[config.mk]
export PLATFORM = sky130hd
export DESIGN_NAME = fifo_queue_with_key_removal_top_flat
export DESIGN_NICKNAME = d
export VERILOG_FILES = /design/src/hdl/fqkr_pkg.sv /design/src/hdl/fqkr_if.sv /design/src/hdl/fqkr_core.sv /design/src/hdl/fifo_queue_with_key_removal_top.sv /design/src/flat_wrapper.sv
export SDC_FILE = /design/constraint.sdc
export NUM_CORES = 1
export LEC_CHECK = 0
export ABC_AREA = 1
export BUFFER_PORTS_ARGS = -buffer_cell sky130_fd_sc_hd__clkbuf_2
export CAP_MARGIN = 20
export CELL_PAD_IN_SITES_DETAIL_PLACEMENT = 2
export CELL_PAD_IN_SITES_GLOBAL_PLACEMENT = 2
export CORE_AREA = 8 8 260 287
export DETAILED_ROUTE_END_ITERATION = 10
export DIE_AREA = 0 0 268 295
export GPL_TIMING_DRIVEN = 0
export PLACE_DENSITY = 0.86
export SYNTH_ARGS = -nofsm -noshare
export SYNTH_HDL_FRONTEND = slang
export SYNTH_SLANG_ARGS = --single-unit
[constraint.sdc]
create_clock -name i_clk -period 9.2 [get_ports i_clk]
set_input_delay 0.92 -clock i_clk [delete_from_list [all_inputs] [get_ports i_clk]]
set_output_delay 0.92 -clock i_clk [all_outputs]
set_load 0.01 [all_outputs]
[src/hdl/fqkr_pkg.sv]
package fqkr_pkg;

    // default queue depth
    localparam int DEF_QUEUE_DEPTH = 16;

    // fixed field widths
    localparam int WORD_W      = 16;
    localparam int CMD_W       = 2;
    localparam int COUNT_OUT_W = 5;

    typedef logic [CMD_W-1:0]       t_cmd;
    typedef logic [WORD_W-1:0]      t_word;
    typedef logic [COUNT_OUT_W-1:0] t_count_out;

    // command codes
    localparam t_cmd CMD_PUSH   = 2'd0;
    localparam t_cmd CMD_POP    = 2'd1;
    localparam t_cmd CMD_FIND   = 2'd2;
    localparam t_cmd CMD_REMOVE = 2'd3;

    // one stored entry
    typedef struct packed {
        t_word id;
        t_word hnd;
    } t_entry;

    // result handed from the core to the output stage
    typedef struct packed {
        logic       ok;
        t_entry     entry;
        t_count_out count;
        logic       empty;
    } t_result;

endpackage

[src/hdl/fqkr_if.sv]
interface fqkr_req_if import fqkr_pkg::*; ();
    logic  valid;
    logic  ready;
    t_cmd  cmd;
    t_word proc_id;
    t_word proc_handle;

    modport source (output valid, output cmd, output proc_id, output proc_handle,
                    input ready);
    modport sink   (input valid, input cmd, input proc_id, input proc_handle,
                    output ready);
endinterface

interface fqkr_rsp_if import fqkr_pkg::*; ();
    logic       valid;
    logic       ready;
    logic       ok;
    t_word      id_out;
    t_word      handle_out;
    t_count_out count_out;
    logic       is_empty;

    modport source (output valid, output ok, output id_out, output handle_out,
                    output count_out, output is_empty, input ready);
    modport sink   (input valid, input ok, input id_out, input handle_out,
                    input count_out, input is_empty, output ready);
endinterface

[src/hdl/fqkr_core.sv]
module fqkr_core import fqkr_pkg::*; #(
    parameter int QUEUE_DEPTH = DEF_QUEUE_DEPTH
) (
    input  logic    i_clk,
    input  logic    i_rst_n,
    input  logic    i_start,
    input  t_cmd    i_cmd,
    input  t_word   i_key,
    input  t_word   i_hnd,
    output logic    o_idle,
    output logic    o_res_valid,
    output t_result o_res,
    input  logic    i_res_take
);

    localparam int PW = $clog2(QUEUE_DEPTH);
    localparam int CW = $clog2(QUEUE_DEPTH + 1);
    localparam logic [PW-1:0] LAST_ADDR  = PW'(QUEUE_DEPTH - 1);
    localparam logic [CW-1:0] FULL_COUNT = CW'(QUEUE_DEPTH);

    // sequencer states
    localparam logic [2:0] S_IDLE  = 3'd0;
    localparam logic [2:0] S_POP   = 3'd1;
    localparam logic [2:0] S_SCAN  = 3'd2;
    localparam logic [2:0] S_SHIFT = 3'd3;
    localparam logic [2:0] S_DONE  = 3'd4;

    // circular address step forward
    function automatic logic [PW-1:0] f_inc(input logic [PW-1:0] a);
        f_inc = (a == LAST_ADDR) ? '0 : a + 1'b1;
    endfunction

    // circular address step back
    function automatic logic [PW-1:0] f_dec(input logic [PW-1:0] a);
        f_dec = (a == '0) ? LAST_ADDR : a - 1'b1;
    endfunction

    // entry store, position 0 of the queue sits at r_head
    t_entry mem [QUEUE_DEPTH];

    logic          mem_we;
    logic [PW-1:0] mem_wa;
    t_entry        mem_wd;
    logic          mem_re;
    logic [PW-1:0] mem_ra;
    t_entry        r_rd_data;

    logic [2:0]    r_state,     n_state;
    logic [PW-1:0] r_head,      n_head;
    logic [PW-1:0] r_tail,      n_tail;
    logic [CW-1:0] r_count,     n_count;
    logic          r_cmp_valid, n_cmp_valid;
    logic          r_wr_pend,   n_wr_pend;

    t_cmd          r_cmd,       n_cmd;
    t_word         r_key,       n_key;
    logic [CW-1:0] r_iss_idx,   n_iss_idx;
    logic [PW-1:0] r_iss_addr,  n_iss_addr;
    logic [CW-1:0] r_cmp_idx,   n_cmp_idx;
    logic [PW-1:0] r_cmp_addr,  n_cmp_addr;
    logic [CW-1:0] r_src_idx,   n_src_idx;
    logic [PW-1:0] r_src_addr,  n_src_addr;
    logic [PW-1:0] r_wr_addr,   n_wr_addr;
    logic [PW-1:0] r_pend_addr, n_pend_addr;
    logic          r_res_ok,    n_res_ok;
    t_entry        r_res_entry, n_res_entry;

    // sequencer and memory port control
    always_comb begin
        n_state     = r_state;
        n_head      = r_head;
        n_tail      = r_tail;
        n_count     = r_count;
        n_cmp_valid = r_cmp_valid;
        n_wr_pend   = r_wr_pend;
        n_cmd       = r_cmd;
        n_key       = r_key;
        n_iss_idx   = r_iss_idx;
        n_iss_addr  = r_iss_addr;
        n_cmp_idx   = r_cmp_idx;
        n_cmp_addr  = r_cmp_addr;
        n_src_idx   = r_src_idx;
        n_src_addr  = r_src_addr;
        n_wr_addr   = r_wr_addr;
        n_pend_addr = r_pend_addr;
        n_res_ok    = r_res_ok;
        n_res_entry = r_res_entry;
        mem_we      = 1'b0;
        mem_wa      = r_tail;
        mem_wd      = '{id: i_key, hnd: i_hnd};
        mem_re      = 1'b0;
        mem_ra      = r_head;

        case (r_state)
            S_IDLE: begin
                if (i_start) begin
                    n_cmd       = i_cmd;
                    n_key       = i_key;
                    n_res_ok    = 1'b0;
                    n_res_entry = '0;
                    n_iss_idx   = '0;
                    n_iss_addr  = r_head;
                    n_cmp_valid = 1'b0;
                    case (i_cmd)
                        CMD_PUSH: begin
                            // append at the tail unless full
                            if (r_count != FULL_COUNT) begin
                                mem_we   = 1'b1;
                                n_tail   = f_inc(r_tail);
                                n_count  = r_count + 1'b1;
                                n_res_ok = 1'b1;
                            end
                            n_state = S_DONE;
                        end
                        CMD_POP: begin
                            if (r_count != '0) begin
                                mem_re  = 1'b1;
                                n_state = S_POP;
                            end else begin
                                n_state = S_DONE;
                            end
                        end
                        CMD_FIND, CMD_REMOVE: begin
                            n_state = (r_count != '0) ? S_SCAN : S_DONE;
                        end
                        default: begin
                            n_state = S_DONE;
                        end
                    endcase
                end
            end

            S_POP: begin
                // head entry is in the read register
                n_res_ok    = 1'b1;
                n_res_entry = r_rd_data;
                n_head      = f_inc(r_head);
                n_count     = r_count - 1'b1;
                n_state     = S_DONE;
            end

            S_SCAN: begin
                // issue one read a cycle, compare the one read last cycle
                if (r_iss_idx != r_count) begin
                    mem_re     = 1'b1;
                    mem_ra     = r_iss_addr;
                    n_iss_idx  = r_iss_idx + 1'b1;
                    n_iss_addr = f_inc(r_iss_addr);
                end
                n_cmp_valid = (r_iss_idx != r_count);
                n_cmp_idx   = r_iss_idx;
                n_cmp_addr  = r_iss_addr;
                if (r_cmp_valid && (r_rd_data.id == r_key)) begin
                    n_res_ok    = 1'b1;
                    n_res_entry = r_rd_data;
                    if (r_cmd == CMD_FIND) begin
                        n_state = S_DONE;
                    end else begin
                        n_state    = S_SHIFT;
                        n_wr_addr  = r_cmp_addr;
                        n_src_addr = f_inc(r_cmp_addr);
                        n_src_idx  = r_cmp_idx + 1'b1;
                        n_wr_pend  = 1'b0;
                    end
                end else if (!r_cmp_valid && (r_iss_idx == r_count)) begin
                    n_state = S_DONE;
                end
            end

            S_SHIFT: begin
                // write back the entry read last cycle one place nearer the head
                if (r_wr_pend) begin
                    mem_we = 1'b1;
                    mem_wa = r_pend_addr;
                    mem_wd = r_rd_data;
                end
                if (r_src_idx != r_count) begin
                    mem_re      = 1'b1;
                    mem_ra      = r_src_addr;
                    n_src_idx   = r_src_idx + 1'b1;
                    n_src_addr  = f_inc(r_src_addr);
                    n_wr_addr   = r_src_addr;
                    n_pend_addr = r_wr_addr;
                end
                n_wr_pend = (r_src_idx != r_count);
                if ((r_src_idx == r_count) && !r_wr_pend) begin
                    n_count = r_count - 1'b1;
                    n_tail  = f_dec(r_tail);
                    n_state = S_DONE;
                end
            end

            S_DONE: begin
                if (i_res_take) begin
                    n_state = S_IDLE;
                end
            end

            default: begin
                n_state = S_IDLE;
            end
        endcase
    end

    // control registers
    always_ff @(posedge i_clk) begin
        if (!i_rst_n) begin
            r_state     <= S_IDLE;
            r_head      <= '0;
            r_tail      <= '0;
            r_count     <= '0;
            r_cmp_valid <= 1'b0;
            r_wr_pend   <= 1'b0;
        end else begin
            r_state     <= n_state;
            r_head      <= n_head;
            r_tail      <= n_tail;
            r_count     <= n_count;
            r_cmp_valid <= n_cmp_valid;
            r_wr_pend   <= n_wr_pend;
        end
    end

    // working registers
    always_ff @(posedge i_clk) begin
        r_cmd       <= n_cmd;
        r_key       <= n_key;
        r_iss_idx   <= n_iss_idx;
        r_iss_addr  <= n_iss_addr;
        r_cmp_idx   <= n_cmp_idx;
        r_cmp_addr  <= n_cmp_addr;
        r_src_idx   <= n_src_idx;
        r_src_addr  <= n_src_addr;
        r_wr_addr   <= n_wr_addr;
        r_pend_addr <= n_pend_addr;
        r_res_ok    <= n_res_ok;
        r_res_entry <= n_res_entry;
    end

    // entry memory, one write and one registered read a cycle
    always_ff @(posedge i_clk) begin
        if (mem_we) begin
            mem[mem_wa] <= mem_wd;
        end
        if (mem_re) begin
            r_rd_data <= mem[mem_ra];
        end
    end

    // result towards the output stage
    assign o_idle      = (r_state == S_IDLE);
    assign o_res_valid = (r_state == S_DONE);
    assign o_res.ok    = r_res_ok;
    assign o_res.entry = r_res_entry;
    assign o_res.count = COUNT_OUT_W'(r_count);
    assign o_res.empty = (r_count == '0);

`ifndef SYNTHESIS
    a_count_bound: assert property (@(posedge i_clk) disable iff (!i_rst_n)
        r_count <= FULL_COUNT)
        else $error("entry count above queue depth");

    a_no_port_clash: assert property (@(posedge i_clk) disable iff (!i_rst_n)
        (mem_we && mem_re) |-> (mem_wa != mem_ra))
        else $error("read and write to the same entry in one cycle");

    a_empty_pointers: assert property (@(posedge i_clk) disable iff (!i_rst_n)
        ((r_state == S_IDLE) && (r_count == '0)) |-> (r_head == r_tail))
        else $error("head and tail differ on an empty queue");

    a_done_holds: assert property (@(posedge i_clk) disable iff (!i_rst_n)
        ((r_state == S_DONE) && !i_res_take) |=> ((r_state == S_DONE) && $stable(r_count)))
        else $error("result left before it was taken");
`endif

endmodule

[src/hdl/fifo_queue_with_key_removal_top.sv]
// channel  | dir | handshake            | payload
// i_req    | in  | valid / ready        | cmd, proc_id, proc_handle
// o_rsp    | out | valid / ready        | ok, id_out, handle_out, count_out, is_empty
//
// find and remove walk over the entry memory, which has one read port
// reset is synchronous, active low, and empties the queue at once
// a request is taken whenever the sequencer is idle, even while a response waits
// a stalled response holds the sequencer in its final state, not the queue contents
module fifo_queue_with_key_removal_top import fqkr_pkg::*; #(
    parameter int QUEUE_DEPTH = DEF_QUEUE_DEPTH
) (
    input  logic        i_clk,
    input  logic        i_rst_n,
    fqkr_req_if.sink    i_req,
    fqkr_rsp_if.source  o_rsp
);

    logic    core_idle;
    logic    res_valid;
    t_result res;
    logic    slot_free;

    logic    r_out_valid;
    t_result r_out;

    // request side
    assign i_req.ready = core_idle;
    assign slot_free   = !r_out_valid || o_rsp.ready;

    fqkr_core #(
        .QUEUE_DEPTH (QUEUE_DEPTH)
    ) u_core (
        .i_clk       (i_clk),
        .i_rst_n     (i_rst_n),
        .i_start     (i_req.valid && core_idle),
        .i_cmd       (i_req.cmd),
        .i_key       (i_req.proc_id),
        .i_hnd       (i_req.proc_handle),
        .o_idle      (core_idle),
        .o_res_valid (res_valid),
        .o_res       (res),
        .i_res_take  (slot_free)
    );

    // response valid
    always_ff @(posedge i_clk) begin
        if (!i_rst_n) begin
            r_out_valid <= 1'b0;
        end else if (res_valid && slot_free) begin
            r_out_valid <= 1'b1;
        end else if (o_rsp.ready) begin
            r_out_valid <= 1'b0;
        end
    end

    // response payload
    always_ff @(posedge i_clk) begin
        if (res_valid && slot_free) begin
            r_out <= res;
        end
    end

    assign o_rsp.valid      = r_out_valid;
    assign o_rsp.ok         = r_out.ok;
    assign o_rsp.id_out     = r_out.entry.id;
    assign o_rsp.handle_out = r_out.entry.hnd;
    assign o_rsp.count_out  = r_out.count;
    assign o_rsp.is_empty   = r_out.empty;

endmodule

[src/flat_wrapper.sv]
// flat-port wrapper written by rule: the top's interface ports become plain ports
module fifo_queue_with_key_removal_top_flat import fqkr_pkg::*;
#(
    parameter int QUEUE_DEPTH = DEF_QUEUE_DEPTH
)
  (i_clk, i_rst_n, i_req_valid, i_req_cmd, i_req_proc_id, i_req_proc_handle, i_req_ready, o_rsp_valid, o_rsp_ok, o_rsp_id_out, o_rsp_handle_out, o_rsp_count_out, o_rsp_is_empty, o_rsp_ready);
  fqkr_req_if i_req_i ();
  fqkr_rsp_if o_rsp_i ();
  input  logic i_clk;
  input  logic i_rst_n;
  input wire logic [$bits(i_req_i.valid)-1:0] i_req_valid;
  input wire logic [$bits(i_req_i.cmd)-1:0] i_req_cmd;
  input wire logic [$bits(i_req_i.proc_id)-1:0] i_req_proc_id;
  input wire logic [$bits(i_req_i.proc_handle)-1:0] i_req_proc_handle;
  output wire logic [$bits(i_req_i.ready)-1:0] i_req_ready;
  output wire logic [$bits(o_rsp_i.valid)-1:0] o_rsp_valid;
  output wire logic [$bits(o_rsp_i.ok)-1:0] o_rsp_ok;
  output wire logic [$bits(o_rsp_i.id_out)-1:0] o_rsp_id_out;
  output wire logic [$bits(o_rsp_i.handle_out)-1:0] o_rsp_handle_out;
  output wire logic [$bits(o_rsp_i.count_out)-1:0] o_rsp_count_out;
  output wire logic [$bits(o_rsp_i.is_empty)-1:0] o_rsp_is_empty;
  input wire logic [$bits(o_rsp_i.ready)-1:0] o_rsp_ready;
  assign i_req_i.valid = i_req_valid;
  assign i_req_i.cmd = i_req_cmd;
  assign i_req_i.proc_id = i_req_proc_id;
  assign i_req_i.proc_handle = i_req_proc_handle;
  assign i_req_ready = i_req_i.ready;
  assign o_rsp_valid = o_rsp_i.valid;
  assign o_rsp_ok = o_rsp_i.ok;
  assign o_rsp_id_out = o_rsp_i.id_out;
  assign o_rsp_handle_out = o_rsp_i.handle_out;
  assign o_rsp_count_out = o_rsp_i.count_out;
  assign o_rsp_is_empty = o_rsp_i.is_empty;
  assign o_rsp_i.ready = o_rsp_ready;
  fifo_queue_with_key_removal_top #(.QUEUE_DEPTH(QUEUE_DEPTH)) u_core (.i_clk(i_clk), .i_rst_n(i_rst_n), .i_req(i_req_i), .o_rsp(o_rsp_i));
endmodule
==> impl_metrics.env <==
export IMPL_tightest_slew_ns=1.23
export IMPL_crit_buf_inv=4
export IMPL_cp_slowest_cell="a21oi_2"
export IMPL_vias=24117
export IMPL_synthCells=2718
export IMPL_ctsResizeCount=0
export IMPL_fin_tns_setup_ns=0
export IMPL_cts_tree="yes"
export IMPL_reg2regPathDepth=14
export IMPL_rsz0062_at_grt="false"
export IMPL_h_tree_depth=3
export IMPL_startpoint_type="flop"
export IMPL_setup_viol=0
export IMPL_clock_root_buffer="clkbuf_16"
export IMPL_finalCritPeriodShare_pct=45.3
export IMPL_slew_headroom_pct=17.6
export IMPL_place_gp_congestion=0.831
export IMPL_crit_fanout=10
export IMPL_power_mw=9.62
export IMPL_status="finished clean"
export IMPL_hold_buffers=0
export IMPL_hold_class="reg -> reg"
export IMPL_drcViolationCount=0
export IMPL_syn2layout_area_growth_pct=17.0
export IMPL_r2r_end="u_core.u_core.r_rd_data[29]"
export IMPL_rows=102
export IMPL_ios=79
export IMPL_finalHoldViolCount=0
export IMPL_grt_start_max_net_pins=27
export IMPL_avgSynthCellArea_um2=10.9
export IMPL_crit_path_frequent_cell="nand2_1"
export IMPL_ff2ff_setup_slack_ns=5.03
export IMPL_max_stage_delay_ns=0.70
export IMPL_die_y_um=295
export IMPL_hpwl_um=81900
export IMPL_gr_usage_all_layers_pct=34.0
export IMPL_critPathArrivalTime_ns=4.51
export IMPL_first_iter_violations=2532
export IMPL_yosysWarningCount=0
export IMPL_cts_max_path_buffers=3
export IMPL_syn_nets=2769
export IMPL_fp_coreArea_um2=69800
export IMPL_placed_area_um2=32000
export IMPL_pwr_density_cell_nw_per_um2=278
export IMPL_synth_ff_latch_count=688
export IMPL_critPathKind="reg -> reg"
export IMPL_die_w_um=268
export IMPL_nets=2979
export IMPL_p_leak_nw=14.0
export IMPL_drv_slew=0
export IMPL_post_route_min_period_ns=4.17
export IMPL_cp_startpoint="u_core.u_core.r_count[1]"
export IMPL_drive_gt1_share_pct=13.8
export IMPL_holdPathEnd="u_core.o_rsp.id_out[15]"
export IMPL_cts_buffers=74
export IMPL_ys_seq_area_share_pct=69.2
export IMPL_antenna_found_initial=1
export IMPL_hp_start="u_core.u_core.o_res[37]"
export IMPL_endpoint_kind="flop"
export IMPL_fp_dieArea_um2=79100
export IMPL_max_freq_mhz=240
export IMPL_cts_clk_slew_worst_paths_ns=0.06
export IMPL_grt_overflow_total=0
export IMPL_dr_pass1_iters=6
export IMPL_initial_core_util_pct=42.3
export IMPL_syn_cell_area_um2=29600
export IMPL_port_buffers=78
export IMPL_drt_wl_total_um=136000
export IMPL_drtAntennaViolNets=0
export IMPL_via_per_inst=6.16
export IMPL_peakVddDrop_mv=0.160
export IMPL_grt_first_pass_wirelength_um=195000
export IMPL_clkLatencyLatePin_ns=0.64
export IMPL_crit_family="buffers and inverters"
export IMPL_post_drt_wl_per_cell_um=34.6
export IMPL_yosys_cell_types_count=37
export IMPL_numClockSinks=688
export IMPL_required_ns=9.55
export IMPL_crit_chain="inv_1 -> nand2_1 -> nand2_1 -> nor2_1 -> nand3_1 -> nand2_4 -> inv_1 -> nand2_1 -> o21ai_0 -> a21oi_2 -> inv_1 -> clkbuf_1 -> nand3_1 -> nand2_1"
export IMPL_timing_rr_start="u_core.u_core.r_count[1]"
export IMPL_antenna_cells=0
export IMPL_hold_depth=0
export IMPL_grt_pass1_vias=27213
export IMPL_cap_violations=0
export IMPL_post_cts_buffers=0
export IMPL_fin_skew_ns=0.0367
export IMPL_final_cell_area_um2=34600
[power breakdown]
part,internal (mW),total [mW],switching [mW]
combinational,0.541,2.26,1.72
sequential,3.84,4.01,0.174
clock,1.93,3.34,1.41
[synthesized netlist by cell type (all sizes together)]
cell / count / area, µm²
o21bai: 1 / 7.51
o21ai: 79 / 399
or2: 3 / 18.8
o22ai: 5 / 31.3
fa: 1 / 20.0
clkbuf: 18 / 67.6
inv: 351 / 1320
ha: 12 / 150
o2111ai: 1 / 8.76
o31ai: 1 / 7.51
nand2: 668 / 2520
o211ai: 1 / 7.51
dfxtp: 19 / 380
nor2: 90 / 355
nand3: 607 / 3040
nand4: 2 / 12.5
nand3b: 2 / 15.0
nor3: 5 / 30.0
nor3b: 1 / 7.51
edfxtp: 669 / 20100
a21oi: 30 / 158
xnor2: 6 / 52.6
buf: 129 / 713
xor2: 17 / 149
[area by class of cell]
cell class / count / area, µm²
clock buffer: 94 / 2070
multi-input combinational: 1532 / 7150
buffer: 147 / 781
clock inverter: 36 / 489
tap: 936 / 1170
timing repair buffer: 134 / 1130
fill: 6936 / 35200
sequential: 688 / 20500
inverter: 351 / 1320
[worst reg2reg max path, stage by stage (launching register included)]
cell,delay (ns)
dfxtp_1,0.50
inv_1,0.17
nand2_1,0.09
nand2_1,0.05
nor2_1,0.15
nand3_1,0.23
nand2_4,0.22
inv_1,0.16
nand2_1,0.12
o21ai_0,0.16
a21oi_2,0.70
inv_1,0.49
clkbuf_1,0.45
nand3_1,0.27
nand2_1,0.14
[cell families (layout without fill, tap and decap cells)]
kind of cell / count (synthesis) / after routing / synth area share [%]
buf+inv: 498 / 762 / 7.10
fa+ha+maj: 13 / 13 / 0.576
simple gates: 1378 / 1378 / 20.3
flops: 688 / 688 / 69.2
compound gates: 118 / 118 / 2.09
xor+xnor: 23 / 23 / 0.681
[state kept, by name (all words and copies together) (netlist names), 16 cells and up]
| register | cells |
|---|---|
| u_core.u_core.mem | 512 |
| u_core.o_rsp.handle_out | 16 |
| u_core.o_rsp.id_out | 16 |
| u_core.u_core.o_res | 32 |
| u_core.u_core.r_rd_data | 32 |
| u_core.u_core.r_key | 16 |
[layout by cell type, fill, tap and decap left out, types with 5 or more instances in the layout]
cell type and count:
a21oi_1 28, buf_1 7, buf_12 13, buf_16 6, buf_2 97, buf_4 50
buf_6 10, bufinv_16 12, clkbuf_1 28, clkbuf_16 78, clkbuf_2 78, clkbuf_8 6
clkinv_1 10, clkinv_2 10, dfxtp_1 19, edfxtp_1 669, ha_1 12, inv_1 343
inv_2 8, nand2_1 664, nand3_1 606, nor2_1 66, nor2_2 5, nor2_4 19
o21ai_0 46, o21ai_1 31, o22ai_1 5, xnor2_1 6, xor2_1 17
[per-layer routing]
| metal | global-route usage, % | vias to the layer above | share of wire [%] | routed length [µm] |
|---|---|---|---|---|
| li1 | - | 9606 | - | - |
| met1 | 37.5 | 12432 | 35 | 47400 |
| met2 | 59.6 | 1536 | 50 | 67900 |
| met3 | 6.77 | 543 | 7.8 | 10600 |
| met4 | 22.1 | 0 | 7.1 | 9640 |
| met5 | 0 | - | 0 | 0 |
[worst max path at each step]
stage / end / depth (start not counted)
5_1_grt: u_core.u_core.mem[10][30] / 10
4_1_cts: u_core.u_core.mem[10][30] / 10
3_3_place_gp: u_core.u_core.r_rd_data[10] / 5
2_1_floorplan: u_core.u_core.r_rd_data[0] / 4
6_report: u_core.u_core.r_rd_data[29] / 14
3_5_place_dp: u_core.u_core.r_rd_data[28] / 14
[per-stage QoR]
| stage | hold WS, ns | utilization, % | setup WS [ns] | instances |
|---|---|---|---|---|
| final | 0.426 | 49.5 | 5.03 | 3918 |
| after global routing | 0.426 | 49.5 | 5.04 | 3918 |
| after CTS | 0.426 | 49.5 | 5.12 | 3915 |
| after detailed placement | 0.406 | 45.8 | 5.21 | 3785 |
| after global placement | 0.401 | 44.6 | 0.973 | 3732 |
| after floorplan | 0.400 | - | 4.46 | 2718 |
Note: power is estimated with default switching activity, not from simulation.
